===== src/hw/rtl/assert_macros.svh =====
// Assertion macros shared by the receiver RTL.
`ifndef ASSERT_MACROS_SVH
`define ASSERT_MACROS_SVH

// Property must hold at every clock edge outside reset.
`define ASSERT_HOLDS(lbl, clk, rstn, prop, msg) \
  lbl: assert property (@(posedge clk) disable iff (!rstn) (prop)) else $error(msg);

// Condition must never be seen at a clock edge outside reset.
`define ASSERT_NEVER(lbl, clk, rstn, cond, msg) \
  lbl: assert property (@(posedge clk) disable iff (!rstn) !(cond)) else $error(msg);

`endif


===== src/hw/rtl/fcr_pkg.sv =====
// Types and constants shared by the framed command receiver.
`timescale 1ns / 1ps
package fcr_pkg;

  typedef enum logic [1:0] {
    StatusOk      = 2'd0,
    StatusLenErr  = 2'd1,
    StatusAddrErr = 2'd2,
    StatusEndErr  = 2'd3
  } status_e;

  typedef enum logic {
    KindStatus = 1'b0,
    KindReply  = 1'b1
  } kind_e;

  // Configuration register indexes
  localparam int unsigned CfgIdxWidth = 3;
  localparam logic [CfgIdxWidth-1:0] RegOwnAddress    = 3'd0;
  localparam logic [CfgIdxWidth-1:0] RegExpectedLength = 3'd1;
  localparam logic [CfgIdxWidth-1:0] RegStartCode     = 3'd2;
  localparam logic [CfgIdxWidth-1:0] RegEndCode       = 3'd3;
  localparam logic [CfgIdxWidth-1:0] RegReplyData     = 3'd4;

  // Reset values of the configuration registers
  localparam logic [7:0] OwnAddressRst     = 8'h03;
  localparam logic [7:0] ExpectedLengthRst = 8'h02;
  localparam logic [7:0] StartCodeRst      = 8'hFF;
  localparam logic [7:0] EndCodeRst        = 8'hEE;
  localparam logic [7:0] ReplyDataRst      = 8'hF0;

  // Reply frame beats are numbered 1..ReplyBeats after the status beat 0
  localparam int unsigned BeatWidth = 3;
  localparam logic [BeatWidth-1:0] ReplyBeats = 3'd6;

  typedef struct packed {
    logic [7:0] own_address;
    logic [7:0] expected_length;
    logic [7:0] start_code;
    logic [7:0] end_code;
    logic [7:0] reply_data;
  } cfg_t;

  // Work handed from the parser to the result sequencer
  typedef struct packed {
    logic       reply;
    status_e    status;
    logic [7:0] value;
    logic [7:0] inverse;
  } cmd_t;

endpackage


===== src/hw/rtl/fcr_front.sv =====
// Frame parser: walks the frame phases and queues status events.
`timescale 1ns / 1ps
`include "assert_macros.svh"
module fcr_front (
  input  logic            clk_i,
  input  logic            rst_ni,
  input  fcr_pkg::cfg_t   cfg_i,
  input  logic            in_valid_i,
  output logic            in_ready_o,
  input  logic [7:0]      rx_byte_i,
  input  logic            q_full_i,
  output logic            push_o,
  output fcr_pkg::cmd_t   cmd_o
);

  typedef enum logic [2:0] {
    PhHunt    = 3'd0,
    PhLength  = 3'd1,
    PhAddress = 3'd2,
    PhData    = 3'd3,
    PhCheck   = 3'd4,
    PhEnd     = 3'd5
  } phase_e;

  phase_e     phase_q, phase_d;
  logic [7:0] held_value_q, held_value_d;
  logic [7:0] held_inverse_q, held_inverse_d;
  logic       fire;
  logic       push;
  fcr_pkg::cmd_t cmd;

  assign in_ready_o = !q_full_i;
  assign fire       = in_valid_i && in_ready_o;

  always_comb begin
    phase_d        = phase_q;
    held_value_d   = held_value_q;
    held_inverse_d = held_inverse_q;
    push           = 1'b0;
    cmd.reply      = 1'b0;
    cmd.status     = fcr_pkg::StatusOk;
    cmd.value      = held_value_q;
    cmd.inverse    = held_inverse_q;
    case (phase_q)
      PhLength: begin
        if (rx_byte_i == cfg_i.expected_length) begin
          phase_d = PhAddress;
        end else begin
          push       = 1'b1;
          cmd.status = fcr_pkg::StatusLenErr;
        end
      end
      PhAddress: begin
        if (rx_byte_i == cfg_i.own_address) begin
          phase_d = PhData;
        end else begin
          push       = 1'b1;
          cmd.status = fcr_pkg::StatusAddrErr;
        end
      end
      PhData: begin
        held_value_d = rx_byte_i;
        phase_d      = PhCheck;
      end
      PhCheck: begin
        held_inverse_d = ~rx_byte_i;
        phase_d        = PhEnd;
      end
      PhEnd: begin
        push = 1'b1;
        if (rx_byte_i == cfg_i.end_code) begin
          cmd.reply  = 1'b1;
          cmd.status = fcr_pkg::StatusOk;
        end else begin
          cmd.status = fcr_pkg::StatusEndErr;
        end
      end
      default: begin
        // hunting, and the unused phase codes behave the same
        phase_d = (rx_byte_i == cfg_i.start_code) ? PhLength : PhHunt;
      end
    endcase
    // any status ends the frame: drop held bytes and hunt again
    if (push) begin
      phase_d        = PhHunt;
      held_value_d   = 8'h00;
      held_inverse_d = 8'h00;
    end
  end

  always_ff @(posedge clk_i or negedge rst_ni) begin
    if (!rst_ni) begin
      phase_q        <= PhHunt;
      held_value_q   <= 8'h00;
      held_inverse_q <= 8'h00;
    end else if (fire) begin
      phase_q        <= phase_d;
      held_value_q   <= held_value_d;
      held_inverse_q <= held_inverse_d;
    end
  end

  assign push_o = fire && push;
  assign cmd_o  = cmd;

  `ASSERT_HOLDS(a_ok_means_reply, clk_i, rst_ni,
                push_o |-> ((cmd_o.status == fcr_pkg::StatusOk) == cmd_o.reply),
                "good-frame status without reply, or reply on an error")
  `ASSERT_HOLDS(a_hunt_after_status, clk_i, rst_ni,
                push_o |=> (phase_q == PhHunt && held_value_q == 8'h00),
                "parser did not return to hunting after a status")

endmodule


===== src/hw/rtl/fcr_queue.sv =====
// Small register FIFO between the parser and the result sequencer.
`timescale 1ns / 1ps
`include "assert_macros.svh"
module fcr_queue #(
  parameter int unsigned Depth = 4
) (
  input  logic          clk_i,
  input  logic          rst_ni,
  input  logic          push_i,
  input  fcr_pkg::cmd_t wdata_i,
  input  logic          pop_i,
  output fcr_pkg::cmd_t rdata_o,
  output logic          empty_o,
  output logic          full_o
);

  localparam int unsigned AW = (Depth > 1) ? $clog2(Depth) : 1;
  localparam int unsigned CW = $clog2(Depth + 1);

  fcr_pkg::cmd_t mem_q [Depth];
  logic [AW-1:0] wr_ptr_q, rd_ptr_q;
  logic [CW-1:0] count_q;
  logic          do_push, do_pop;

  assign empty_o = (count_q == '0);
  assign full_o  = (count_q == CW'(Depth));
  assign do_push = push_i && !full_o;
  assign do_pop  = pop_i && !empty_o;
  assign rdata_o = mem_q[rd_ptr_q];

  always_ff @(posedge clk_i) begin
    if (do_push) begin
      mem_q[wr_ptr_q] <= wdata_i;
    end
  end

  always_ff @(posedge clk_i or negedge rst_ni) begin
    if (!rst_ni) begin
      wr_ptr_q <= '0;
      rd_ptr_q <= '0;
      count_q  <= '0;
    end else begin
      if (do_push) begin
        wr_ptr_q <= (wr_ptr_q == AW'(Depth - 1)) ? '0 : wr_ptr_q + 1'b1;
      end
      if (do_pop) begin
        rd_ptr_q <= (rd_ptr_q == AW'(Depth - 1)) ? '0 : rd_ptr_q + 1'b1;
      end
      if (do_push && !do_pop) begin
        count_q <= count_q + 1'b1;
      end else if (do_pop && !do_push) begin
        count_q <= count_q - 1'b1;
      end
    end
  end

  `ASSERT_NEVER(a_no_overflow, clk_i, rst_ni, push_i && full_o,
                "push into a full command queue")

endmodule


===== src/hw/rtl/fcr_back.sv =====
// Result sequencer: turns queued events into status and reply-frame results.
`timescale 1ns / 1ps
`include "assert_macros.svh"
module fcr_back (
  input  logic            clk_i,
  input  logic            rst_ni,
  input  fcr_pkg::cfg_t   cfg_i,
  input  fcr_pkg::cmd_t   head_i,
  input  logic            empty_i,
  output logic            pop_o,
  output logic            out_valid_o,
  input  logic            out_ready_i,
  output logic            kind_o,
  output logic [1:0]      status_o,
  output logic [7:0]      command_value_o,
  output logic [7:0]      inverted_copy_o,
  output logic [7:0]      tx_byte_o,
  output logic            last_o
);

  logic [fcr_pkg::BeatWidth-1:0] beat_q, beat_d;
  logic             out_valid_q;
  fcr_pkg::kind_e   kind_q, kind_d;
  fcr_pkg::status_e status_q, status_d;
  logic [7:0]       value_q, value_d;
  logic [7:0]       inverse_q, inverse_d;
  logic [7:0]       tx_q, tx_d;
  logic             last_q, last_d;
  logic             load, take, pop;
  logic [7:0]       reply_byte;

  assign load = !out_valid_q || out_ready_i;
  assign take = load && !empty_i;

  always_comb begin
    case (beat_q)
      3'd1:    reply_byte = cfg_i.start_code;
      3'd2:    reply_byte = cfg_i.expected_length;
      3'd3:    reply_byte = cfg_i.own_address;
      3'd4:    reply_byte = cfg_i.reply_data;
      3'd5:    reply_byte = ~cfg_i.reply_data;
      default: reply_byte = cfg_i.end_code;
    endcase
  end

  always_comb begin
    beat_d    = beat_q;
    pop       = 1'b0;
    kind_d    = fcr_pkg::KindStatus;
    status_d  = head_i.status;
    value_d   = head_i.value;
    inverse_d = head_i.inverse;
    tx_d      = 8'h00;
    last_d    = 1'b0;
    if (beat_q == '0) begin
      last_d = !head_i.reply;
    end else begin
      kind_d    = fcr_pkg::KindReply;
      status_d  = fcr_pkg::StatusOk;
      value_d   = 8'h00;
      inverse_d = 8'h00;
      tx_d      = reply_byte;
      last_d    = (beat_q == fcr_pkg::ReplyBeats);
    end
    if (take) begin
      // advance through the reply beats, release the event on its last result
      if (last_d) begin
        pop    = 1'b1;
        beat_d = '0;
      end else begin
        beat_d = beat_q + 1'b1;
      end
    end
  end

  always_ff @(posedge clk_i or negedge rst_ni) begin
    if (!rst_ni) begin
      beat_q      <= '0;
      out_valid_q <= 1'b0;
    end else begin
      beat_q <= beat_d;
      if (take) begin
        out_valid_q <= 1'b1;
      end else if (out_ready_i) begin
        out_valid_q <= 1'b0;
      end
    end
  end

  always_ff @(posedge clk_i) begin
    if (take) begin
      kind_q    <= kind_d;
      status_q  <= status_d;
      value_q   <= value_d;
      inverse_q <= inverse_d;
      tx_q      <= tx_d;
      last_q    <= last_d;
    end
  end

  assign pop_o           = pop;
  assign out_valid_o     = out_valid_q;
  assign kind_o          = kind_q;
  assign status_o        = status_q;
  assign command_value_o = value_q;
  assign inverted_copy_o = inverse_q;
  assign tx_byte_o       = tx_q;
  assign last_o          = last_q;

  `ASSERT_HOLDS(a_beat_needs_reply, clk_i, rst_ni,
                (beat_q != '0) |-> (!empty_i && head_i.reply),
                "reply beat in progress without a good-frame event at the head")
  `ASSERT_HOLDS(a_reply_ends_with_end_code, clk_i, rst_ni,
                (out_valid_o && kind_o == fcr_pkg::KindReply && last_o) |->
                  (tx_byte_o == cfg_i.end_code),
                "reply frame does not close with the end code")

endmodule


===== src/hw/rtl/framed_command_receiver.sv =====
// Framed command receiver top level: config registers, parser, queue, sequencer.
// Takes one received byte per transaction and parses six-byte frames (start,
// length, address, data, check, end). The parser accepts a byte every cycle
// while its event queue has room; a status result follows a length or address
// mismatch and the end byte, and a good frame adds six reply-byte results.
// Results leave through one output register at one per cycle while the output
// is taken, so a good frame of six bytes gives seven results. The first result
// caused by a byte enters the event queue when that byte is accepted and is then
// loaded into the output register. Configuration writes are meant for idle
// periods; the reply bytes read the registers as they stand.
`timescale 1ns / 1ps
module framed_command_receiver #(
  parameter int unsigned QueueDepth = 4
) (
  input  logic                             clk_i,
  input  logic                             rst_ni,
  input  logic                             cfg_valid_i,
  output logic                             cfg_ready_o,
  input  logic [fcr_pkg::CfgIdxWidth-1:0]  cfg_index_i,
  input  logic [7:0]                       cfg_data_i,
  input  logic                             in_valid_i,
  output logic                             in_ready_o,
  input  logic [7:0]                       rx_byte_i,
  output logic                             out_valid_o,
  input  logic                             out_ready_i,
  output logic                             kind_o,
  output logic [1:0]                       status_o,
  output logic [7:0]                       command_value_o,
  output logic [7:0]                       inverted_copy_o,
  output logic [7:0]                       tx_byte_o,
  output logic                             last_o
);

  fcr_pkg::cfg_t cfg_q;
  fcr_pkg::cmd_t push_cmd, head_cmd;
  logic          push, pop, q_empty, q_full;

  assign cfg_ready_o = 1'b1;

  always_ff @(posedge clk_i or negedge rst_ni) begin
    if (!rst_ni) begin
      cfg_q.own_address     <= fcr_pkg::OwnAddressRst;
      cfg_q.expected_length <= fcr_pkg::ExpectedLengthRst;
      cfg_q.start_code      <= fcr_pkg::StartCodeRst;
      cfg_q.end_code        <= fcr_pkg::EndCodeRst;
      cfg_q.reply_data      <= fcr_pkg::ReplyDataRst;
    end else if (cfg_valid_i && cfg_ready_o) begin
      case (cfg_index_i)
        fcr_pkg::RegOwnAddress:     cfg_q.own_address     <= cfg_data_i;
        fcr_pkg::RegExpectedLength: cfg_q.expected_length <= cfg_data_i;
        fcr_pkg::RegStartCode:      cfg_q.start_code      <= cfg_data_i;
        fcr_pkg::RegEndCode:        cfg_q.end_code        <= cfg_data_i;
        fcr_pkg::RegReplyData:      cfg_q.reply_data      <= cfg_data_i;
        default: ;
      endcase
    end
  end

  fcr_front u_front (
    .clk_i      (clk_i),
    .rst_ni     (rst_ni),
    .cfg_i      (cfg_q),
    .in_valid_i (in_valid_i),
    .in_ready_o (in_ready_o),
    .rx_byte_i  (rx_byte_i),
    .q_full_i   (q_full),
    .push_o     (push),
    .cmd_o      (push_cmd)
  );

  fcr_queue #(
    .Depth (QueueDepth)
  ) u_queue (
    .clk_i   (clk_i),
    .rst_ni  (rst_ni),
    .push_i  (push),
    .wdata_i (push_cmd),
    .pop_i   (pop),
    .rdata_o (head_cmd),
    .empty_o (q_empty),
    .full_o  (q_full)
  );

  fcr_back u_back (
    .clk_i           (clk_i),
    .rst_ni          (rst_ni),
    .cfg_i           (cfg_q),
    .head_i          (head_cmd),
    .empty_i         (q_empty),
    .pop_o           (pop),
    .out_valid_o     (out_valid_o),
    .out_ready_i     (out_ready_i),
    .kind_o          (kind_o),
    .status_o        (status_o),
    .command_value_o (command_value_o),
    .inverted_copy_o (inverted_copy_o),
    .tx_byte_o       (tx_byte_o),
    .last_o          (last_o)
  );

endmodule


===== config.mk =====
export PLATFORM = sky130hd
export DESIGN_NAME = framed_command_receiver
export DESIGN_NICKNAME = d
export VERILOG_FILES = /design/src/hw/rtl/fcr_pkg.sv /design/src/hw/rtl/fcr_front.sv /design/src/hw/rtl/fcr_queue.sv /design/src/hw/rtl/fcr_back.sv /design/src/hw/rtl/framed_command_receiver.sv
export VERILOG_INCLUDE_DIRS = /design/src /design/src/hw/rtl
export SDC_FILE = /design/constraint.sdc
export NUM_CORES = 1
export LEC_CHECK = 0
export ABC_AREA = 1
export BUFFER_PORTS_ARGS = -buffer_cell sky130_fd_sc_hd__buf_4
export CAP_MARGIN = 20
export CORE_ASPECT_RATIO = 0.9
export CORE_MARGIN = 1
export CORE_UTILIZATION = 42
export CTS_CLUSTER_DIAMETER = 80
export DETAILED_ROUTE_END_ITERATION = 6
export MAX_ROUTING_LAYER = met4
export PLACE_DENSITY = 0.56
export SYNTH_ARGS = -nofsm -noshare
export SYNTH_HDL_FRONTEND = slang
export SYNTH_HIERARCHICAL = 1
export SYNTH_SLANG_ARGS = --single-unit
export TNS_END_PERCENT = 10

===== constraint.sdc =====
create_clock -name clk_i -period 4.8 [get_ports clk_i]
set_input_delay 0.48 -clock clk_i [delete_from_list [all_inputs] [get_ports clk_i]]
set_output_delay 0.48 -clock clk_i [all_outputs]
set_load 0.1 [all_outputs]

Word-level counts from Yosys, hierarchy flattened
Memory sizes are Yosys's and may differ from the RTL's.
Index checks and enable logic that the tools add are counted.
{"block": "word_totals", "input_bits": 24, "mem_bits_ro": 0, "wordCells": 113, "ram_bits": 76, "latchBits": 0, "regBits": 98, "n_memories": 1}
{"memory": "u_queue.mem_q", "words": 4, "word_bits": 19, "read_ports": 1, "rd_clocked_by_memory_dff": 0, "write_ports": 1, "line_no": "fcr_queue.sv:20", "rtl": "fcr_pkg::cmd_t mem_q [Depth];"}
{"block": "op_classes", "bitwise_logic": 2, "n_addsub": 5, "n_shift": 0, "n_div": 0, "n_mux": 32, "eq_ne": 25, "magnitude_cmp": 0, "mul": 0, "n_reduce_logical": 29}
{"op": "$pmux W8 S5", "n": 1}
{"op": "$eq A8 B8 Y1", "n": 4}
{"op": "$mux W8", "n": 4}
{"op": "$eq A3 B3 Y1 const B", "n": 7}
{"op": "$eq A3 B2 Y1 const B", "n": 6}
{"op": "$mux W3", "n": 6}
{"op": "$not A8 Y8", "n": 2}
{"op": "$pmux W3 S5", "n": 1}
{"op": "$mux W1", "n": 14}
{"op": "$reduce_and A2 Y1", "n": 7}
{"op": "$eq A3 B1 Y1 const B", "n": 3}
{"op": "$logic_not A3 Y1", "n": 3}
{"op": "$mux W2", "n": 4}
{"op": "$reduce_bool A2 Y1", "n": 4}
{"op": "$logic_and A1 B1 Y1", "n": 7}
{"op": "$add A3 B1 Y3 const B", "n": 2}
{"op": "$logic_not A1 Y1", "n": 6}
{"op": "$ne A3 B1 Y1 const B", "n": 2}
{"op": "$pmux W2 S3", "n": 1}
{"op": "$add A2 B1 Y2 const B", "n": 2}
{"op": "$eq A2 B2 Y1 const B", "n": 2}
{"op": "$reduce_and A4 Y1", "n": 1}
{"op": "$pmux W1 S3", "n": 1}
{"op": "$sub A3 B1 Y3 const B", "n": 1}
{"op": "other kinds (2)", "n": 2}

Depth between registers and ports, before layout
{"block": "depth", "ltp_word": 9, "depth_mapped": 22, "depth_no_buf": 20}

Hierarchy
The synthesis kept the hierarchy.
{"mod": "fcr_queue", "instances": 1, "area_per_inst_um2": 3593.4, "cells_each": 282}
{"mod": "fcr_back", "instances": 1, "area_per_inst_um2": 1815.5, "cells_each": 216}
{"mod": "framed_command_receiver", "instances": 1, "area_per_inst_um2": 1695.4, "cells_each": 184}
{"mod": "fcr_front", "instances": 1, "area_per_inst_um2": 1403.8, "cells_each": 189}

Least setup slack after synthesis
Ideal clock, no wire load.
{"block": "synth_path", "path_type": "reg-to-reg", "start": "register u_queue.count_q[0]", "end": "memory u_queue/mem_q[0][0] (netlist bit), enable pin", "arrival_ns": 2.839, "slack_ns": 1.566, "required_time_ns": 4.405, "period_less_slack_ns": 3.234, "n_path_buf": 1, "path_stages_with_launch": 12, "cell_sequence": "dfrtp_1 > inv_2 > nand3_1 > inv_1 > inv_1 > nand2_2 > inv_1 > nand2_4 > buf_8 > inv_1 > nand2_1 > nor2_1"}
{"block": "synth_between", "elab_chain_len": 7}
{"element": "from (decl)", "line_no": "fcr_queue.sv:22", "rtl": "logic [CW-1:0] count_q;"}
{"element": "from (signal assigned)", "line_no": "fcr_queue.sv:50", "rtl": "count_q <= count_q + 1'b1;"}
{"element": "from (signal assigned)", "line_no": "fcr_queue.sv:52", "rtl": "count_q <= count_q - 1'b1;"}
{"element": "$eq A3 B3 Y1", "line_no": "fcr_queue.sv:26", "rtl": "assign full_o = (count_q == CW'(Depth));"}
{"element": "via q_full", "line_no": "framed_command_receiver.sv:36", "rtl": "logic push, pop, q_empty, q_full;"}
{"element": "$logic_not A1 Y1", "line_no": "fcr_front.sv:32", "rtl": "assign in_ready_o = !q_full_i;"}
{"element": "via in_ready_o", "line_no": "framed_command_receiver.sv:22", "rtl": "output logic in_ready_o,"}
{"element": "$logic_and A1 B1 Y1", "line_no": "fcr_front.sv:33", "rtl": "assign fire = in_valid_i && in_ready_o;"}
{"element": "$logic_and A1 B1 Y1", "line_no": "fcr_front.sv:103", "rtl": "assign push_o = fire && push;"}
{"element": "via push", "line_no": "framed_command_receiver.sv:36"}
{"element": "$logic_and A1 B1 Y1", "line_no": "fcr_queue.sv:27", "rtl": "assign do_push = push_i && !full_o;"}
{"element": "$mux W1", "line_no": "fcr_queue.sv:32", "rtl": "if (do_push) begin"}
{"element": "$mux W1 (not written as such)", "line_no": "fcr_queue.sv:33", "rtl": "mem_q[wr_ptr_q] <= wdata_i;"}
{"element": "to (decl)", "line_no": "fcr_queue.sv:20"}
The timed path passes the listed nets, and every way through them passes these cells.

Worst setup path after layout
{"block": "layout_path", "start": "register u_back/beat_q[2] (netlist bit)", "end": "register u_queue.count_q[1]"}
{"block": "layout_between", "elab_chain_len": 8}
{"element": "from (decl)", "line_no": "fcr_back.sv:21", "rtl": "logic [fcr_pkg::BeatWidth-1:0] beat_q, beat_d;"}
{"element": "from (signal assigned)", "line_no": "fcr_back.sv:81", "rtl": "beat_q <= beat_d;"}
{"element": "$eq A3 B3 Y1 or $logic_not A3 Y1 (tied branches)", "line_no": "fcr_back.sv:63, fcr_back.sv:55"}
{"element": "$mux W1 *", "line_no": "fcr_back.sv:55", "rtl": "if (beat_q == '0) begin"}
{"element": "$mux W1 *", "line_no": "fcr_back.sv:67", "rtl": "if (last_d) begin"}
{"element": "$mux W1 *", "line_no": "fcr_back.sv:65", "rtl": "if (take) begin"}
{"element": "via pop", "line_no": "framed_command_receiver.sv:36"}
{"element": "$logic_and A1 B1 Y1 *", "line_no": "fcr_queue.sv:28", "rtl": "assign do_pop = pop_i && !empty_o;"}
{"element": "$logic_not A1 Y1", "line_no": "fcr_queue.sv:49", "rtl": "if (do_push && !do_pop) begin"}
{"element": "$logic_and A1 B1 Y1", "line_no": "fcr_queue.sv:49"}
{"element": "$mux W3 or $reduce_bool A2 Y1 (tied branches)"}
The timed path passes the listed nets; every way through them passes the cells marked *.
A chain may end at the register's enable or synchronous reset.

==> results summary <==
The vertical die dimension is between 100 and 150 µm. The layout-stage area growth over the synthesis result came out at 12.2%. The post-synthesis instance total is just under 900. The startpoint identified for the worst register-to-register timing path is u_back/beat_q[2]. The floorplan core area is roughly 20000 µm². The path class of the tightest hold or removal check is in2async. The remaining design rule violation count is 5. The type of origin of the critical path is a register. The layout has between 1.5k and 2k filler cells. The number of failing hold endpoints at the final stage came to 0. The setup slack of the critical path after layout is around 1800 ps. The gate family responsible for the most delay along the worst path is simple AND/OR/NAND/NOR gates.

The clock latency of the later-clocked register in the worst-skew pair came out at 430 ps. The number of top-level pins is 55. The die width is around 150 µm. Data on the critical path is required at its endpoint by 5110 ps.

The maximum fanout encountered on the critical timing path is 28. The routed via count is around 5.7k. The overall die area came out at between 20000 and 25000 µm².

The top cell types in the final layout, fill and taps aside, are 275 x sky130_fd_sc_hd__nand2_1, 109 x sky130_fd_sc_hd__inv_1, 104 x sky130_fd_sc_hd__edfxtp_1, 92 x sky130_fd_sc_hd__nand3_1, 60 x sky130_fd_sc_hd__buf_4. The number of levels in the clock H-tree came out at 4. Measured in cells, the most critical reg-to-reg path has a length of 10. The sequential cell area fraction in the yosys report is 57.6%. The setup-violating endpoint count in the final report came out at 0.

The total of cells resized after clock tree synthesis is 0. The number of enable-type register cells in the synthesized netlist is between 100 and 150. The number of core rows is 49. The final-report max-slew violation count is 0. The weighted congestion reported at the end of routability-driven placement came out at between 0.8 and 0.9. The buffering stage count on the worst path with inverters included came out at 2.

In this design, the stage delay of the slowest critical-path cell is 540 ps. The checks that failed: DRC. The post-synth net total is slightly above 900. In the final timing run, aggregate negative setup slack is 0 ps. The worst pin sits at a relative slew slack of around 40%.

The maximum number of pins on one net before global-route repair is 76. Clock-pin slew was measured on the worst setup and hold paths at 60 ps. The power share of the sequential group came out at 37.2%. The netlist area before placement came out at ~8500 µm².

Leaving out fill and tap cells, the most frequent cell in the layout is sky130_fd_sc_hd__nand2_1. The relative contribution of combinational cells to total power is between 40% and 50%. The fraction of power consumed by the clock network is a little over a fifth. The async set or reset register ratio after synthesis is between 40% and 50%.

The average size of a mapped cell is about 9.8 µm². Subtracting the final worst setup slack from the clock period gives around 3000 ps. TritonCTS built the clock tree. The tightest hold margin came out at around 180 ps. The hold buffer count at cts came out at 0. The slew at the pin closest to its max-slew limit is roughly 910 ps. The number of distinct library cell variants in the gate-level netlist after synthesis came out at 41. The power density relative to cell area is between 600 and 700 nW/µm².

The flow ran to the end, but the final reports show violations. The clock sink count came out at 174. Counting flops and latches in the post-synthesis netlist gives roughly 170. The first TritonRoute pass finished after 7 iterations.

The final critical-path share of the clock period is between 60% and 70%. The number of placed instances with taps included is ~1.2k. Cell internal power was estimated by the tool at roughly 3.6 mW. Global routing finished with a remaining overflow of 0. The predominant post-synthesis flop cell is sky130_fd_sc_hd__edfxtp_1. The register-to-register setup slack is approximately 1800 ps. The cell depth of the worst setup path is 10. The setup path with the least slack is of type reg2reg. The number of antenna violations at the first check in global routing is 0.

The count of yosys warnings during synthesis is 6. The number of nets with antenna violations after routing is 0. The worst-case IR drop observed on VDD is about 290 µV. The fraction of layout cells with a size suffix above 1 came out at between 10% and 20%. Dividing the detail-routed via count by the number of cells gives about 4.9.

The slowest stage of the critical path is the sky130_fd_sc_hd__inv_1 cell. The number of global-route vias before repair is between 5k and 6k. Max-cap violations in this run came to 0.

The setup fix buffers added after clock tree synthesis is 0. The number of nets in the layout is about 950. The number of port buffers came out at 53. Net switching is roughly 44% of the power. The CTS buffer count came out at 17. The worst clock skew is roughly 10 ps.

The net switching component of the power is ~2.8 mW. The top achievable clock speed is about 0.33 GHz. The wire length of the first global-routing pass is approximately 30000 µm. The average wire length per cell after detail routing is approximately 16 µm. The effective utilization at floorplan is between 40% and 50%.

The critical path starts at u_back/beat_q[2]. Traced cell by cell, the critical path runs through inv_1 -> nand2_4 -> o21a_1 -> nor2_1 -> nand2_1 -> ha_1 -> inv_1 -> fa_1 -> nand2_1 -> o21ai_0. Excluding fillers, the count of instances in the completed layout stands at between 1k and 1.5k.

The critical path data arrival time came out at ~3400 ps. The capturing element type of the critical path is a register. The clock tree root driver cell is sky130_fd_sc_hd__clkbuf_16. Setup repair after global routing left no endpoint under its margin.

Prior to clock tree synthesis, the placed netlist has a worst setup slack of ~1800 ps. The maximum buffer depth of the clock tree is 2. The HPWL after detailed placement is roughly 13000 µm. The detailed router finished its first iteration with 366 violations. The static leakage came out at about 4.4 nW. The repair_antennas step left the layout with diodes totalling 0. Summed over all layers, the routed wires come to ~19000 µm. The overall track demand over capacity in global routing came out at 19.5%.
-- power by group through the flow --
stage / sequential [mW] / clock (mW) / combinational [mW]
after floorplan: 3.23 / 0 / 1.31
after global placement: 2.41 / 0 / 2.62
after detailed placement: 2.41 / 0 / 2.64
after CTS: 2.38 / 1.42 / 2.64
after global routing: 2.42 / 1.48 / 2.86
final: 2.37 / 1.39 / 2.63
-- registers in the layout, indices dropped and copies added (netlist names) --
signal / count
u_queue/mem_q: 76
cfg_q: 40
u_back/command_value_o: 8
u_back/inverted_copy_o: 8
u_back/tx_byte_o: 8
u_front/held_inverse_q: 8
u_front/held_value_q: 8
u_back/beat_q: 3
u_front/phase_q: 3
u_queue/count_q: 3
u_back/status_o: 2
u_queue/rd_ptr_q: 2
u_queue/wr_ptr_q: 2
u_back/kind_o: 1
u_back/last_o: 1
u_back/out_valid_o: 1
-- worst register-to-register path: cells and delay by family, from the launching register on --
family	cells	cell delay, ps
AND/OR/NAND/NOR	4	750
flip-flops	1	530
AO/OA/AOI/OAI	2	400
buffers and inverters	2	640
adder cells (fa/ha/maj)	2	600
-- kinds of logic (layout without fill, tap and decap cells) --
group	after synthesis	count (layout)	synth area share (%)
compound gates	53	53	5.44
xor+xnor	26	26	2.76
simple gates	447	447	22.9
buf+inv	158	215	9.37
fa+ha+maj	12	12	1.85
other cells	1	1	0.0441
flops	174	174	57.6
-- worst paths after layout --
check                                       to
max                         u_queue/count_q[1]
min                         u_back/out_valid_o
max reg2reg                 u_queue/count_q[1]
min reg2reg                           cfg_q[5]
max in group asynchronous  u_queue/rd_ptr_q[0]
min in group clk_i                   cfg_q[14]
-- final cells by class --
type | instances | area [µm²] | share of cell area [%]
sequential | 174 | 4900 | 51.4
multi-input combinational | 539 | 2810 | 29.4
clock buffer | 23 | 489 | 5.13
inverter | 123 | 464 | 4.86
timing repair buffer | 60 | 450 | 4.72
tap | 255 | 319 | 3.34
clock inverter | 9 | 110 | 1.15
-- synth_stat cells (all sizes together), types with 3 or more instances --
cell | count | area, µm²
buf | 34 | 329
dfrtp | 49 | 1230
dfstp | 21 | 552
edfxtp | 104 | 3120
ha | 11 | 138
inv | 122 | 460
nand2 | 285 | 1110
nand3 | 94 | 495
nor2 | 57 | 270
nor3 | 3 | 20.0
o211ai | 39 | 388
o21ai | 11 | 55.1
or2 | 4 | 25.0
xnor2 | 16 | 148
xor2 | 10 | 87.6
-- through the flow --
stage	area [µm²]	power (mW)	util, %
2_1_floorplan	8510	4.54	-
3_3_place_gp	8950	5.03	44.9
3_5_place_dp	8950	5.05	44.9
4_1_cts	9550	6.44	47.9
5_1_grt	9550	6.75	47.9
6_report	9550	6.39	47.9
-- metal layers --
layer / part of all wire, % / up-vias / track usage, %
met3: 3.9 / 11 / 3.96
met1: 50 / 2736 / 27.0
met4: 0.80 / 0 / 4.59
met2: 45 / 110 / 29.6
met5: 0 / - / -
li1: - / 2885 / -
Note: power is estimated with default switching activity, not from simulation.
